$ cat config.mk
export PLATFORM = sky130hd
export DESIGN_NAME = timer_divider_pair_search_flat
export DESIGN_NICKNAME = d
export VERILOG_FILES = /design/src/rtl/core/tdps_pkg.sv /design/src/rtl/core/tdps_ifs.sv /design/src/rtl/core/timer_divider_pair_search.sv /design/src/rtl/core/tdps_div.sv /design/src/flat_wrapper.sv
export SDC_FILE = /design/constraint.sdc
export NUM_CORES = 1
export LEC_CHECK = 0
export BUFFER_PORTS_ARGS = -buffer_cell sky130_fd_sc_hd__buf_2
export CORE_UTILIZATION = 37
export CTS_CLUSTER_SIZE = 25
export DETAILED_ROUTE_END_ITERATION = 12
export GPL_TIMING_DRIVEN = 1
export PLACE_DENSITY = 0.56
export SLEW_MARGIN = 20
export SYNTH_ARGS = -nofsm -noshare
export SYNTH_HDL_FRONTEND = slang
export SYNTH_SLANG_ARGS = --single-unit
$ cat constraint.sdc
create_clock -name i_clk -period 15.6 [get_ports i_clk]
set_clock_uncertainty 0.2 [all_clocks]
set_input_delay 1.56 -clock i_clk [delete_from_list [all_inputs] [get_ports i_clk]]
set_output_delay 1.56 -clock i_clk [all_outputs]
set_load 0.005 [all_outputs]
$ cat src/rtl/core/tdps_pkg.sv
// Shared constants and types for the timer divider pair search.
// No dependencies; imported by the interfaces, the divider and the top level.
`default_nettype none

package tdps_pkg;

    localparam int DATA_W       = 32;
    localparam int FREQ_W       = 16;
    localparam int FIELD_W      = 16;
    localparam int STATUS_W     = 2;
    localparam int SEARCH_LIMIT = 1000;
    localparam int PART_WIDTH   = 16;
    // Candidate holds the square root of a 32-bit count plus the search limit.
    localparam int CAND_W       = $clog2(65535 + SEARCH_LIMIT + 1);
    localparam int CNT_W        = $clog2(DATA_W);

    localparam logic [DATA_W-1:0] CLOCK_HZ_RESET = 32'd16000000;

    localparam logic [STATUS_W-1:0] STATUS_OK   = 2'd0;
    localparam logic [STATUS_W-1:0] STATUS_WIDE = 2'd1;
    localparam logic [STATUS_W-1:0] STATUS_ZERO = 2'd2;

    typedef struct packed {
        logic              start;
        logic [DATA_W-1:0] dividend;
        logic [DATA_W-1:0] divisor;
    } t_div_req;

    typedef struct packed {
        logic              done;
        logic [DATA_W-1:0] quotient;
        logic [DATA_W-1:0] remainder;
    } t_div_rsp;

endpackage

`default_nettype wire

$ cat src/rtl/core/tdps_ifs.sv
// Handshake channel interfaces: input request, result and configuration write.
// Depends on tdps_pkg for the field widths.
`default_nettype none

interface tdps_in_if;
    logic                         valid;
    logic                         ready;
    logic [tdps_pkg::FREQ_W-1:0]  frequency;
    modport source (output valid, output frequency, input ready);
    modport sink   (input valid, input frequency, output ready);
endinterface

interface tdps_out_if;
    logic                          valid;
    logic                          ready;
    logic [tdps_pkg::FIELD_W-1:0]  reload;
    logic [tdps_pkg::FIELD_W-1:0]  prescale;
    logic                          exact;
    logic [tdps_pkg::STATUS_W-1:0] status;
    modport source (output valid, output reload, output prescale, output exact,
                    output status, input ready);
    modport sink   (input valid, input reload, input prescale, input exact,
                    input status, output ready);
endinterface

interface tdps_cfg_if;
    logic                        valid;
    logic                        ready;
    logic [tdps_pkg::DATA_W-1:0] data;
    modport source (output valid, output data, input ready);
    modport sink   (input valid, input data, output ready);
endinterface

`default_nettype wire

$ cat src/rtl/core/timer_divider_pair_search.sv
// Timer divider pair search top level: sequencer, square root steps, output register.
// Depends on tdps_pkg, the interfaces in tdps_ifs.sv and the divider tdps_div.
//
//   Port     Dir   Handshake     Carries
//   i_in     in    valid/ready   frequency
//   o_out    out   valid/ready   reload, prescale, exact, status
//   i_cfg    in    valid/ready   clock_hz write data
//
// A nonzero count takes the count division, 16 square root steps and then one division
// in the shared serial divider for each candidate tried, up to 1001 candidates.
// A zero count ends after the count division; a zero frequency skips the divider.
// The divider serves the count division and every candidate, one bit per cycle.
// Reset is synchronous and active low and restores clock_hz to 16000000.
// The next request is taken while a result waits on a stalled output.
`default_nettype none

module timer_divider_pair_search (
    input  wire         i_clk,
    input  wire         i_rst_n,
    tdps_in_if.sink     i_in,
    tdps_out_if.source  o_out,
    tdps_cfg_if.sink    i_cfg
);
    import tdps_pkg::*;

    localparam logic [2:0] S_IDLE = 3'd0;
    localparam logic [2:0] S_DIV  = 3'd1;
    localparam logic [2:0] S_SQRT = 3'd2;
    localparam logic [2:0] S_MOD  = 3'd3;
    localparam logic [2:0] S_FIN  = 3'd4;

    logic [2:0]        r_state, n_state;
    logic [DATA_W-1:0] r_clock_hz;
    logic [DATA_W-1:0] r_count, n_count;
    logic [DATA_W-1:0] r_sq_v, n_sq_v;
    logic [DATA_W-1:0] r_root, n_root;
    logic [DATA_W-1:0] r_bit, n_bit;
    logic [CAND_W-1:0] r_cand, n_cand;
    logic [CAND_W-1:0] r_last, n_last;
    logic [DATA_W-1:0] r_quo, n_quo;
    logic              r_exact, n_exact;
    logic              r_zero, n_zero;

    logic                r_out_valid, n_out_valid;
    logic [FIELD_W-1:0]  r_reload;
    logic [FIELD_W-1:0]  r_prescale;
    logic                r_out_exact;
    logic [STATUS_W-1:0] r_status;

    t_div_req div_req;
    t_div_rsp div_rsp;

    logic [DATA_W:0]   sq_sum;
    logic [DATA_W-1:0] root_step;
    logic [DATA_W-1:0] sq_v_step;
    logic [CAND_W-1:0] cand_inc;
    logic              rem_zero;
    logic              out_load;
    logic              wide;

    tdps_div u_div (
        .i_clk   (i_clk),
        .i_rst_n (i_rst_n),
        .i_req   (div_req),
        .o_rsp   (div_rsp)
    );

    // One digit of the square root per cycle.
    always_comb begin
        sq_sum = {1'b0, r_root} + {1'b0, r_bit};
        if ({1'b0, r_sq_v} >= sq_sum) begin
            sq_v_step = r_sq_v - sq_sum[DATA_W-1:0];
            root_step = (r_root >> 1) + r_bit;
        end else begin
            sq_v_step = r_sq_v;
            root_step = r_root >> 1;
        end
    end

    assign cand_inc = r_cand + CAND_W'(1);
    assign rem_zero = div_rsp.remainder == '0;
    assign out_load = (r_state == S_FIN) && (!r_out_valid || o_out.ready);
    assign wide     = ((DATA_W'(r_cand) >> PART_WIDTH) != '0) || ((r_quo >> PART_WIDTH) != '0);

    always_comb begin
        n_state  = r_state;
        n_count  = r_count;
        n_sq_v   = r_sq_v;
        n_root   = r_root;
        n_bit    = r_bit;
        n_cand   = r_cand;
        n_last   = r_last;
        n_quo    = r_quo;
        n_exact  = r_exact;
        n_zero   = r_zero;
        div_req.start    = 1'b0;
        div_req.dividend = r_count;
        div_req.divisor  = DATA_W'(r_cand);

        unique case (r_state)
            S_IDLE: begin
                div_req.dividend = r_clock_hz;
                div_req.divisor  = DATA_W'(i_in.frequency);
                if (i_in.valid) begin
                    if (i_in.frequency == '0) begin
                        n_zero  = 1'b1;
                        n_state = S_FIN;
                    end else begin
                        n_zero        = 1'b0;
                        div_req.start = 1'b1;
                        n_state       = S_DIV;
                    end
                end
            end
            S_DIV: begin
                if (div_rsp.done) begin
                    n_count = div_rsp.quotient;
                    if (div_rsp.quotient == '0) begin
                        n_zero  = 1'b1;
                        n_state = S_FIN;
                    end else begin
                        n_sq_v  = div_rsp.quotient;
                        n_root  = '0;
                        n_bit   = DATA_W'(1) << (DATA_W - 2);
                        n_state = S_SQRT;
                    end
                end
            end
            S_SQRT: begin
                n_sq_v = sq_v_step;
                n_root = root_step;
                n_bit  = r_bit >> 2;
                if (r_bit[0]) begin
                    // Last digit: the root is the first candidate.
                    n_cand          = root_step[CAND_W-1:0];
                    n_last          = root_step[CAND_W-1:0] + CAND_W'(SEARCH_LIMIT);
                    div_req.start   = 1'b1;
                    div_req.divisor = root_step;
                    n_state         = S_MOD;
                end
            end
            S_MOD: begin
                if (div_rsp.done) begin
                    if (rem_zero || r_cand >= r_last) begin
                        n_quo   = div_rsp.quotient;
                        n_exact = rem_zero;
                        n_state = S_FIN;
                    end else begin
                        n_cand          = cand_inc;
                        div_req.start   = 1'b1;
                        div_req.divisor = DATA_W'(cand_inc);
                    end
                end
            end
            S_FIN: begin
                if (out_load) begin
                    n_state = S_IDLE;
                end
            end
            default: begin
                n_state = S_IDLE;
            end
        endcase
    end

    always_comb begin
        if (out_load) begin
            n_out_valid = 1'b1;
        end else if (o_out.ready) begin
            n_out_valid = 1'b0;
        end else begin
            n_out_valid = r_out_valid;
        end
    end

    always_ff @(posedge i_clk) begin
        if (!i_rst_n) begin
            r_state     <= S_IDLE;
            r_out_valid <= 1'b0;
            r_clock_hz  <= CLOCK_HZ_RESET;
        end else begin
            r_state     <= n_state;
            r_out_valid <= n_out_valid;
            if (i_cfg.valid && i_cfg.ready) begin
                r_clock_hz <= i_cfg.data;
            end
        end
    end

    always_ff @(posedge i_clk) begin
        r_count <= n_count;
        r_sq_v  <= n_sq_v;
        r_root  <= n_root;
        r_bit   <= n_bit;
        r_cand  <= n_cand;
        r_last  <= n_last;
        r_quo   <= n_quo;
        r_exact <= n_exact;
        r_zero  <= n_zero;
        if (out_load) begin
            if (r_zero) begin
                r_reload    <= '0;
                r_prescale  <= '0;
                r_out_exact <= 1'b0;
                r_status    <= STATUS_ZERO;
            end else begin
                r_reload    <= FIELD_W'(r_cand);
                r_prescale  <= r_quo[FIELD_W-1:0];
                r_out_exact <= r_exact;
                r_status    <= wide ? STATUS_WIDE : STATUS_OK;
            end
        end
    end

    assign i_in.ready     = r_state == S_IDLE;
    assign i_cfg.ready    = 1'b1;
    assign o_out.valid    = r_out_valid;
    assign o_out.reload   = r_reload;
    assign o_out.prescale = r_prescale;
    assign o_out.exact    = r_out_exact;
    assign o_out.status   = r_status;

endmodule

`default_nettype wire

$ cat src/rtl/core/tdps_div.sv
// Restoring serial divider, one quotient bit per cycle.
// Depends on tdps_pkg for widths and the request and response structs.
`default_nettype none

module tdps_div (
    input  wire                i_clk,
    input  wire                i_rst_n,
    input  tdps_pkg::t_div_req i_req,
    output tdps_pkg::t_div_rsp o_rsp
);
    import tdps_pkg::*;

    logic              r_busy;
    logic              r_done;
    logic [CNT_W-1:0]  r_cnt;
    logic [DATA_W-1:0] r_quo;
    logic [DATA_W-1:0] r_rem;
    logic [DATA_W-1:0] r_div;

    logic [DATA_W:0]   shifted;
    logic [DATA_W:0]   diff;
    logic              ge;
    logic [DATA_W-1:0] n_rem;
    logic [DATA_W-1:0] n_quo;

    always_comb begin
        shifted = {r_rem, r_quo[DATA_W-1]};
        diff    = shifted - {1'b0, r_div};
        ge      = shifted >= {1'b0, r_div};
        // The partial remainder stays below the divisor, so it fits DATA_W bits.
        n_rem   = ge ? diff[DATA_W-1:0] : shifted[DATA_W-1:0];
        n_quo   = {r_quo[DATA_W-2:0], ge};
    end

    always_ff @(posedge i_clk) begin
        if (!i_rst_n) begin
            r_busy <= 1'b0;
            r_done <= 1'b0;
        end else begin
            r_done <= 1'b0;
            if (i_req.start) begin
                r_busy <= 1'b1;
                r_cnt  <= CNT_W'(DATA_W - 1);
                r_quo  <= i_req.dividend;
                r_rem  <= '0;
                r_div  <= i_req.divisor;
            end else if (r_busy) begin
                r_quo <= n_quo;
                r_rem <= n_rem;
                if (r_cnt == '0) begin
                    r_busy <= 1'b0;
                    r_done <= 1'b1;
                end else begin
                    r_cnt <= r_cnt - 1'b1;
                end
            end
        end
    end

    assign o_rsp.done      = r_done;
    assign o_rsp.quotient  = r_quo;
    assign o_rsp.remainder = r_rem;

endmodule

`default_nettype wire

$ cat src/flat_wrapper.sv
// flat-port wrapper written by rule: the top's interface ports become plain ports
module timer_divider_pair_search_flat import tdps_pkg::*;
  (i_clk, i_rst_n, i_in_valid, i_in_frequency, i_in_ready, o_out_valid, o_out_reload, o_out_prescale, o_out_exact, o_out_status, o_out_ready, i_cfg_valid, i_cfg_data, i_cfg_ready);
  tdps_in_if i_in_i ();
  tdps_out_if o_out_i ();
  tdps_cfg_if i_cfg_i ();
  input  wire i_clk;
  input  wire i_rst_n;
  input wire logic [$bits(i_in_i.valid)-1:0] i_in_valid;
  input wire logic [$bits(i_in_i.frequency)-1:0] i_in_frequency;
  output wire logic [$bits(i_in_i.ready)-1:0] i_in_ready;
  output wire logic [$bits(o_out_i.valid)-1:0] o_out_valid;
  output wire logic [$bits(o_out_i.reload)-1:0] o_out_reload;
  output wire logic [$bits(o_out_i.prescale)-1:0] o_out_prescale;
  output wire logic [$bits(o_out_i.exact)-1:0] o_out_exact;
  output wire logic [$bits(o_out_i.status)-1:0] o_out_status;
  input wire logic [$bits(o_out_i.ready)-1:0] o_out_ready;
  input wire logic [$bits(i_cfg_i.valid)-1:0] i_cfg_valid;
  input wire logic [$bits(i_cfg_i.data)-1:0] i_cfg_data;
  output wire logic [$bits(i_cfg_i.ready)-1:0] i_cfg_ready;
  assign i_in_i.valid = i_in_valid;
  assign i_in_i.frequency = i_in_frequency;
  assign i_in_ready = i_in_i.ready;
  assign o_out_valid = o_out_i.valid;
  assign o_out_reload = o_out_i.reload;
  assign o_out_prescale = o_out_i.prescale;
  assign o_out_exact = o_out_i.exact;
  assign o_out_status = o_out_i.status;
  assign o_out_i.ready = o_out_ready;
  assign i_cfg_i.valid = i_cfg_valid;
  assign i_cfg_i.data = i_cfg_data;
  assign i_cfg_ready = i_cfg_i.ready;
  timer_divider_pair_search u_core (.i_clk(i_clk), .i_rst_n(i_rst_n), .i_in(i_in_i), .o_out(o_out_i), .i_cfg(i_cfg_i));
endmodule
==> metrics.txt, run 1 <==
sequential share of power=41.1%; antenna violation net count after detailed routing=0; Seq/Total Area, Yosys=49.6%; first-pass GRT wire length=87.1 mm; count of final max-slew check failures=0; drt pass-1 iters=5; Crit path max-delay family=compound AO/OA/AOI/OAI gates; post-synthesis cell area=20700 µm²; synthesis-to-finish area growth=12.3%; combinational power share=28.7%; Pwr Density=135 nW/µm²; Critical Path Fanout Max=19; Total GRT Usage=19.8%; sw frac=34.1%; maximum clock path buffer count=3; Core Box Area=55200 µm²; DP HPWL=41.1 mm; critical-path cell list=ha_1 -> a31oi_1 -> o21bai_1 -> a31oi_1 -> o21ai_0 -> a31oi_1 -> o21bai_1 -> a211o_1 -> a31oi_1 -> xor2_1 -> ha_1 -> nand2_1 -> o211ai_1 -> a211oi_1 -> o211ai_1 -> o32a_2 -> nand2_1 -> nor2_1 -> xnor2_1 -> inv_1 -> ha_1 -> o31ai_2 -> xor2_1; top post-synthesis cells by area=edfxtp_1, ha_1, nand2_1, dfxtp_1, nor2_1; unique cell type count in the Yosys netlist=72; flops & latches, synth=354; Detailed Route WL=56.7 mm; CP max-delay cell=edfxtp_1; max_cap viols=0; later-pin clock latency in the skew report=0.59 ns; Tmin final=7.19 ns; Synth async-reset ratio=0%; Die Wd=238 µm; Post-CTS Setup Repair Bufs=0; Avg WL per Cell=19.7 µm; # H-tree levels=2; switching power of the nets=1070 µW; Top Ports=91; fraction of layout cells with a size suffix above 1=9.89%; Die Height=238 µm; RSZ-0062 raised after global routing=false; Hold Fails Final Rpt=0; initial antenna violation count=1; die area=56800 µm²; port buffer count=89; Filler cells=5305; max_slew headroom=29.1%; Mapped Cells=2035; Vias=15700; CTS tree=done; Clk network pwr share=30.2%; Worst Path Arrival=7.28 ns; Worst-path clk slew=0.06 ns; Synth area leader=edfxtp_1; cts hold-fix bufs=0; Worst Path Required=15.69 ns; sum of negative setup slack=0 ns; top_reg_cell synth=edfxtp_1; global placement routability congestion=0.918; post-synth net total=2208; final setup violation count=0; Antenna diodes=0; Post-synth EDFFs=316; Startpoint Class=register; Int Power=2060 µW; peak supply drop=0.0864 mV; crit-path most repeated cell=a31oi_1; Initial Util=37.5%; via density per instance=5.45; DRC Markers=0; num rows=86; Setup Crit Path Kind=reg -> reg; Worst R2R Setup Slack=8.41 ns; Critical Path Max Stage Delay=0.73 ns; vias in the first global route=15100; worst hold margin=0.271 ns; clock sink count=354; Placement Setup Slack=8.47 ns; period utilization=46.1%; pin count of the biggest net entering global routing=73; slew at the pin with the worst max-slew slack=1.06 ns; status=finished, final reports clean; CTS Buf Count=42; Pleak=0.00892 µW; PostCTS Resize Cnt=0; syn avg cell area=10.2 µm²; Worst setup EP type=register; Setup WS post-layout=8.41 ns; Peak Freq=139 MHz; CTS root buffer=clkbuf_16; Final nets=2274; worst path bufs/invs=1; Yosys Warn Count=0; Worst Hold Class=reg -> reg; DR iter-0 viols=1170; GR Overflow Total=0; top cell type's share of synthesized area=45.9%
stage by stage:
| step | util (%) | power (µW) | area, µm² | cells |
|---|---|---|---|---|
| finish | 42.1 | 3130 | 23200 | 2881 |
| global route | 42.1 | 3310 | 23200 | 2881 |
| CTS | 42.0 | 3160 | 23200 | 2880 |
| detailed placement | 39.6 | 2210 | 21900 | 2804 |
| global placement | 39.6 | 2190 | 21900 | 2804 |
| floorplan | - | 1940 | 20700 | 2035 |
cell usage after synthesis (7+ instances only):
cell type,number
or2_2,9
o21a_1,14
and2_1,28
o31ai_1,12
a31o_2,10
o211ai_1,14
a21o_1,38
nor3_1,23
inv_1,92
nand3_1,40
edfxtp_1,316
a211oi_1,18
a21boi_0,8
nor2_1,182
o21bai_1,18
nor2b_1,72
nand2b_1,16
xor2_1,62
nand2_1,212
buf_1,9
mux2i_1,58
nand4_1,27
a21oi_1,129
a22oi_1,7
or3_1,17
nor3b_1,10
and3_1,20
dfxtp_1,38
clkbuf_1,68
nor4_1,31
o21ai_0,116
ha_1,118
xnor2_1,68
a31oi_1,61
sequential cells by signal, summed over array words and instances (netlist names), 2 cells and up:
name and count:
u_core.o_out.status 2, u_core.r_last 17, u_core.u_div.r_cnt 5, u_core.u_div.r_rem 32, u_core.r_clock_hz 32, u_core.r_quo 32, u_core.o_out.prescale 16, u_core.r_root 32
u_core.r_count 32, u_core.u_div.r_div 32, u_core.r_bit 16, u_core.r_state 3, u_core.o_out.reload 16, u_core.r_sq_v 32, u_core.u_div.r_quo 32, u_core.r_cand 17
tightest hold or removal path: stages, from the launching register on:
cell,delay (ns)
dfxtp_1,0.32
mux2i_1,0.06
nand2_1,0.05
power groups by stage:
stage	registers, µW	clock network [µW]	logic (µW)
after CTS	1290	969	902
after global routing	1300	999	1010
after detailed placement	1310	0	897
final	1290	947	898
after floorplan	1260	0	676
after global placement	1310	0	882
final timing paths:
path                                      start                            endpoint  depth (start not counted)
min          u_core.r_clock_hz[13]$_SDFFE_PN1P_  u_core.r_clock_hz[13]$_SDFFE_PN1P_                          2
min reg2reg  u_core.r_clock_hz[13]$_SDFFE_PN1P_  u_core.r_clock_hz[13]$_SDFFE_PN1P_                          2
max               u_core.r_bit[0]$_SDFFCE_PN0P_         u_core.r_last[13]$_DFFE_PP_                         23
max reg2reg       u_core.r_bit[0]$_SDFFCE_PN0P_         u_core.r_last[13]$_DFFE_PP_                         23
cells by family (layout without fill, tap and decap cells):
| logic type | after synthesis | in the layout | synth area share, % |
|---|---|---|---|
| AOI/OAI and AO/OA | 494 | 494 | 15.1 |
| xor gates and xnor gates | 130 | 130 | 5.51 |
| adders and majority gates | 120 | 120 | 7.33 |
| buffers and inverters | 176 | 274 | 3.35 |
| DFF | 354 | 354 | 49.6 |
| muxes | 61 | 61 | 2.97 |
| other | 1 | 1 | 0.0181 |
| and+or+nand+nor | 699 | 699 | 16.1 |
area by class of cell:
| cell class | count | area (µm²) | area share [%] |
|---|---|---|---|
| repair buffers | 106 | 593 | 2.55 |
| clock inverters | 26 | 221 | 0.953 |
| flip-flops and latches | 354 | 10200 | 44.1 |
| well taps | 748 | 936 | 4.03 |
| clock buffers | 50 | 1100 | 4.74 |
| inverters | 92 | 345 | 1.49 |
| multi-input cells | 1505 | 9790 | 42.1 |
placed cells by master, fill, tap and decap left out, drive strengths merged, types with 17 or more instances in the layout:
master	count
dfxtp	38
a31oi	61
clkinv	19
inv	94
edfxtp	316
o21bai	18
or3	17
a21o	38
xnor2	68
xor2	62
buf	106
and2	29
nor4	31
and3	20
nand3	40
clkbuf	50
a211oi	18
nor3	23
nand2	212
ha	118
o21ai	117
nor2	182
nand4	27
a21oi	129
nor2b	72
mux2i	58
routing by layer:
metal / track usage (%) / vias up / share of wire, %
met4: 6.78 / 2 / 3.0
met2: 33.8 / 394 / 48
met1: 25.6 / 7628 / 44
met5: 0 / - / 0.030
met3: 2.82 / 82 / 4.4
li1: - / 7602 / -
No activity file was read; power rests on OpenSTA's default activity.
==> run 2, diff against run 1 <==
==> constraint.sdc (replaced) <==
create_clock -name i_clk -period 6.9 [get_ports i_clk]
set_clock_uncertainty 0.2 [all_clocks]
set_input_delay 0.69 -clock i_clk [delete_from_list [all_inputs] [get_ports i_clk]]
set_output_delay 0.69 -clock i_clk [all_outputs]
set_load 0.005 [all_outputs]
==> run 2 against run 1 <==
Against the previous run:
- count of clock-buffer cells in the layout rose by 2
- worst hold slack worse by 0.15 ns
- wire length rose by 1.0%
- sequential share of layout area fell by 0.35 points
- sequential power rose by 130%
- combinational power increased by 130%
- flip-flop and latch count is the same
- maximum frequency grew 11%
- die area did not move
- setup slack got worse by 8.0 ns
- core utilization up 0.34 points
- critical path type unchanged
- largest power group unchanged
- highest routed layer is now met4
==> metrics.txt, run 2 (synthesis gave the netlist of run 1 again) <==
status=finished, final reports clean; port buffer count=89; Die Wd=238 µm; GR peak layer=met2; peak supply drop=0.164 mV; Core Box Area=55200 µm²; overall power=7250 µW; Worst-path clk slew=0.06 ns; Filler cells=5275; sw frac=33.7%; Setup Crit Path Kind=reg -> reg; Setup WS post-layout=0.445 ns; Detailed Route WL=57.2 mm; GRT met3 Usage=2.71%; Startpoint Class=register; Finished Core Util=42.4%; later-pin clock latency in the skew report=0.59 ns; die area=56800 µm²; Cell Count, Final, Fillers Out=2895; Final nets=2286; Vias=15800; global placement routability congestion=0.945; met1 Track Usage GR=26.1%; num rows=86; # H-tree levels=2; cts hold-fix bufs=0; worst r2r src=u_core.r_root[2]$_SDFFCE_PN0P_; met2 usage=33.1%; DR iter-0 viols=1368; via density per instance=5.47; Worst Path Arrival=6.58 ns; Pwr Density=310 nW/µm²; CTS Buf Count=42; RSZ-0062 raised after global routing=false; DRC Markers=0; sum of negative setup slack=0 ns; Avg WL per Cell=19.8 µm; combinational power share=28.4%; GR Overflow Total=0; drt pass-1 iters=6; Initial Util=37.5%; Worst setup EP type=register; Pleak=0.00903 µW; max_cap viols=0; switching power of the nets=2440 µW; worst reg2reg path endpoint=u_core.r_last[15]$_DFFE_PP_; end point of the critical path=u_core.r_last[15]$_DFFE_PP_; commonest non-fill, non-tap cells in the layout=edfxtp_1, nand2_1, nor2_1; antenna violation net count after detailed routing=0; pin count of the biggest net entering global routing=78; Total GRT Usage=20.0%; most common cell after layout, fill and taps aside=edfxtp_1; period utilization=93.6%; first-pass GRT wire length=88.3 mm; Peak Freq=155 MHz; sequential share of power=40.1%; count of final max-slew check failures=0; Die Height=238 µm; synthesis-to-finish area growth=13.2%; vias in the first global route=15400; initial antenna violation count=0; Worst Hold Class=in -> reg; Clk network pwr share=31.4%; Top Ports=91; CTS root buffer=clkbuf_16; Tmin final=6.45 ns; Worst R2R Setup Slack=0.45 ns; slew at the pin with the worst max-slew slack=1.06 ns; Worst Path Required=7.03 ns; maximum clock path buffer count=3; fraction of layout cells with a size suffix above 1=10.4%; final setup violation count=0; Crit. Startpoint=u_core.r_root[2]$_SDFFCE_PN0P_; max_slew headroom=29.5%; Antenna diodes=0; DP HPWL=41.3 mm; Placement Setup Slack=0.417 ns; worst r2r path cells=22; Critical Path Fanout Max=20; Int Power=4810 µW; clock sink count=354; CTS tree=done; Hold Fails Final Rpt=0; dpl cells=2815
run 2: cell types whose count changed in the layout (fill, tap and decap cells not counted), moves of 2 or more:
cell and delta:
clkinv_8 -2, inv_16 +2, clkinvlp_4 -2, buf_12 +2, buf_4 +10, inv_6 -3
bufinv_16 +3
run 2: worst min-delay path by stage:
stage / start / endpoint / slack [ns] / cells after the start
final: i_cfg_data[18] / u_core.r_clock_hz[18]$_SDFFE_PN1P_ / 0.13 / 3
after floorplan: u_core.u_div.r_busy$_SDFF_PN0_ / u_core.u_div.r_done$_SDFF_PP0_ / 0.24 / 2
after detailed placement: u_core.r_clock_hz[13]$_SDFFE_PN1P_ / u_core.r_clock_hz[13]$_SDFFE_PN1P_ / 0.26 / 2
after CTS: i_cfg_data[18] / u_core.r_clock_hz[18]$_SDFFE_PN1P_ / 0.1 / 3
after global placement: u_core.r_clock_hz[22]$_SDFFE_PN1P_ / u_core.r_clock_hz[22]$_SDFFE_PN1P_ / 0.26 / 2
after global routing: i_cfg_data[18] / u_core.r_clock_hz[18]$_SDFFE_PN1P_ / 0.12 / 3
run 2: power groups by stage:
stage | Combinational, µW | Clock (µW) | Sequential [µW]
floorplan | 1530 | 0 | 2850
global placement | 2020 | 0 | 2950
detailed placement | 2050 | 0 | 2950
CTS | 2070 | 2320 | 2910
global route | 2310 | 2400 | 2930
finish | 2060 | 2280 | 2910
run 2: what timing repair did:
item,4_1_cts,5_1_grt
endpoints found under the setup margin,0,5
endpoints found under the hold margin,0,0
setup buffers,0,0
resized for setup,0,1
run 2: layout make-up:
type / count / area [µm²] / area share, %
clock buffers: 52 / 1120 / 4.78
clock inverters: 26 / 298 / 1.27
inverters: 92 / 345 / 1.47
multi-input cells: 1506 / 9790 / 41.8
flip-flops and latches: 354 / 10200 / 43.8
well taps: 748 / 936 / 4.00
repair buffers: 117 / 681 / 2.91
run 2: worst max-delay path, stage by stage (launching register included):
cell      delay (ns)
edfxtp_1        0.45
ha_1            0.35
a31oi_1         0.23
o21bai_1        0.15
a31oi_1         0.35
o21ai_0         0.24
a31oi_2         0.33
o21bai_1        0.18
a211o_1         0.33
a31oi_1         0.22
xor2_1          0.24
ha_1            0.33
nand2_1         0.18
o211ai_1        0.14
a211oi_1        0.24
o211ai_1        0.13
o32a_2          0.43
and2_4          0.29
mux2i_1         0.29
inv_1           0.11
ha_1            0.33
o311ai_4        0.33
xnor2_1         0.10
run 2: through the flow:
stage | instance area, µm² | hold WS [ns]
2_1_floorplan | 20700 | 0.236
3_3_place_gp | 22000 | 0.263
3_5_place_dp | 22000 | 0.258
4_1_cts | 23400 | 0.0996
5_1_grt | 23400 | 0.118
6_report | 23400 | 0.125
run 2: routing by layer:
| layer | share of wire, % | wire length (µm) |
|---|---|---|
| met4 | 4.2 | 2410 |
| met2 | 47 | 26800 |
| met3 | 5.1 | 2920 |
| met5 | 0 | 0 |
| met1 | 44 | 25100 |
==> run 3, diff against run 2 <==
--- a/config.mk
+++ b/config.mk
@@ -7,6 +7,7 @@
 export LEC_CHECK = 0
 export BUFFER_PORTS_ARGS = -buffer_cell sky130_fd_sc_hd__buf_2
 export CORE_UTILIZATION = 37
+export CTS_CLUSTER_DIAMETER = 120
 export CTS_CLUSTER_SIZE = 25
 export DETAILED_ROUTE_END_ITERATION = 12
 export GPL_TIMING_DRIVEN = 1
==> constraint.sdc (replaced) <==
create_clock -name i_clk -period 6.9 [get_ports i_clk]
set_clock_uncertainty 0.2 [all_clocks]
set_input_delay 0.345 -clock i_clk [delete_from_list [all_inputs] [get_ports i_clk]]
set_output_delay 0.345 -clock i_clk [all_outputs]
set_load 0.005 [all_outputs]
==> run 3 against run 2 <==
Against the previous run:
- flip-flop and latch count unchanged
- core utilization down 0.74 points
- setup slack better by 0.050 ns
- sequential power about the same
- count of clock-buffer cells in the layout down 23
- via count down 0.13%
- total power down 14%
- clock power down 46%
- worst hold slack worse by 0.071 ns
- sequential share of layout area up 0.78 points
- critical path depth unchanged
- largest power group unchanged
- highest routed layer unchanged
==> metrics.txt, run 3 (synthesis gave the netlist of run 1 again) <==
status=finished, final reports clean; peak supply drop=0.160 mV; initial antenna violation count=0; Pleak=0.00880 µW; DRC Markers=0; Final nets=2308; Clk network pwr share=20.0%; CP max-delay cell=edfxtp_1; synthesis-to-finish area growth=11.3%; Vias=15800; global placement routability congestion=0.945; Placement Setup Slack=0.417 ns; sum of negative setup slack=0 ns; GR Overflow Total=0; CTS Buf Count=18; Avg WL per Cell=19.8 µm; combinational power share=33.4%; sw frac=35.4%; Hold EP=u_core.u_div.r_div[12]$_DFFE_PP_; placed inst area=22000 µm²; max_cap viols=0; Top Ports=91; Finished Core Util=41.7%; DR iter-0 viols=1398; pin count of the biggest net entering global routing=78; register area=10200 µm²; Tmin final=6.41 ns; Detailed Route WL=57.3 mm; fraction of layout cells with a size suffix above 1=8.52%; antenna violation net count after detailed routing=0; Die Height=238 µm; Min-Delay Path Depth=3; Worst Path Required=7.01 ns; commonest non-fill, non-tap cells in the layout=edfxtp_1, nand2_1, nor2_1; worst r2r src=u_core.r_root[2]$_SDFFCE_PN0P_; Peak Freq=156 MHz; drt pass-1 iters=6; sequential share of power=46.6%; area of the multi-input gates=9790 µm²; Int Power=4020 µW; Design Area, Final=23000 µm²; CTS root buffer=clkbuf_16; worst reg2reg path endpoint=u_core.r_last[15]$_DFFE_PP_; Crit path max-delay family=compound AO/OA/AOI/OAI gates; critical-path cell list=ha_1 -> a31oi_1 -> o21bai_1 -> a31oi_1 -> o21ai_0 -> a31oi_2 -> o21bai_1 -> a211o_1 -> a31oi_1 -> xor2_1 -> ha_1 -> nand2_1 -> o211ai_1 -> a211oi_1 -> o211ai_1 -> o32a_2 -> and2_4 -> mux2i_1 -> inv_1 -> ha_1 -> o311ai_4 -> xnor2_1; clock sink count=354; Setup Crit Path Kind=reg -> reg; Worst setup EP type=register; max_slew headroom=29.5%; port buffer count=89; num rows=86; first-pass GRT wire length=88.2 mm; period utilization=92.8%; Die Wd=238 µm; worst r2r path cells=22; Worst R2R Setup Slack=0.49 ns; Filler cells=5314; Antenna diodes=0; Hold Fails Final Rpt=0; via density per instance=5.47; Total GRT Usage=19.9%; Post-CTS Setup Repair Bufs=0; slew at the pin with the worst max-slew slack=1.06 ns; Pwr Density=271 nW/µm²; final setup violation count=0; vias in the first global route=15300; Initial Util=37.5%; worst hold margin=0.0539 ns; Critical Path Fanout Max=20; die area=56800 µm²; Critical Path Max Stage Delay=0.47 ns; # H-tree levels=1; Hold Path Origin=i_in_frequency[12]; worst path bufs/invs=1; switching power of the nets=2210 µW; Worst Hold Class=in -> reg; DP HPWL=41.3 mm; Worst-path clk slew=0.11 ns; CTS tree=done; RSZ-0062 raised after global routing=false; most common cell after layout, fill and taps aside=edfxtp_1; Startpoint Class=register; Worst Path Arrival=6.52 ns; later-pin clock latency in the skew report=0.55 ns; count of final max-slew check failures=0; Core Box Area=55200 µm²; Setup WS post-layout=0.495 ns; maximum clock path buffer count=3
run 3: changes by cell type in the layout (fill, tap and decap cells not counted), moves of 2 or more:
cell,before,now
inv_16,2,0
clkbuf_16,42,19
clkbuf_8,3,0
clkinv_2,5,0
clkinv_1,9,1
bufinv_16,4,0
dlygate4sd3_1,0,46
clkbuf_1,7,10
clkinv_4,3,1
run 3: worst max path at each step:
stage	from	cells past startpoint	slack, ns	endpoint
global route	u_core.r_root[2]$_SDFFCE_PN0P_	22	0.06	u_core.r_last[13]$_DFFE_PP_
finish	u_core.r_root[2]$_SDFFCE_PN0P_	22	0.49	u_core.r_last[15]$_DFFE_PP_
global placement	u_core.r_root[2]$_SDFFCE_PN0P_	21	0.64	u_core.r_last[16]$_DFFE_PP_
floorplan	u_core.r_root[2]$_SDFFCE_PN0P_	22	1.14	u_core.r_sq_v[0]$_DFFE_PP_
detailed placement	u_core.r_root[2]$_SDFFCE_PN0P_	22	0.42	u_core.r_last[15]$_DFFE_PP_
CTS	u_core.r_root[2]$_SDFFCE_PN0P_	22	0.39	u_core.r_last[15]$_DFFE_PP_
run 3: tightest hold or removal path: cells and delay by family:
| kind | cells | cell delay (ns) |
|---|---|---|
| compound gates | 1 | 0.08 |
| buf+inv | 1 | 0.11 |
| simple gates | 1 | 0.14 |
run 3: repair_timing:
item	4_1_cts	5_1_grt
resized for setup	0	1
hold buffers	46	0
setup endpoints to repair	0	6
endpoints found under the hold margin	47	0
run 3: routing by layer:
| metal | share of wire (%) | track usage [%] |
|---|---|---|
| met1 | 44 | 25.9 |
| met2 | 48 | 34.1 |
| met3 | 4.9 | 2.30 |
| met4 | 3.6 | 7.32 |
| met5 | 0 | 0 |
run 3: final cells by class:
| class | count | area share, % |
|---|---|---|
| Sequential cell | 354 | 44.5 |
| Multi-Input combinational cell | 1506 | 42.6 |
| Timing Repair Buffer | 163 | 4.99 |
| Tap cell | 748 | 4.07 |
| Clock buffer | 29 | 2.23 |
| Inverter | 92 | 1.50 |
| Clock inverter | 3 | 0.120 |
run 3: power groups by stage:
stage	combinational (µW)	clock (µW)	sequential [µW]
after floorplan	1530	0	2850
after CTS	2090	1280	2910
after global routing	2330	1340	2930
after detailed placement	2050	0	2950
final	2080	1240	2900
after global placement	2020	0	2950
run 3: per-stage QoR:
step | total power (µW) | std cells
after detailed placement | 5010 | 2815
after CTS | 6270 | 2893
after floorplan | 4380 | 2035
final | 6230 | 2895
after global routing | 6610 | 2895
after global placement | 4970 | 2815
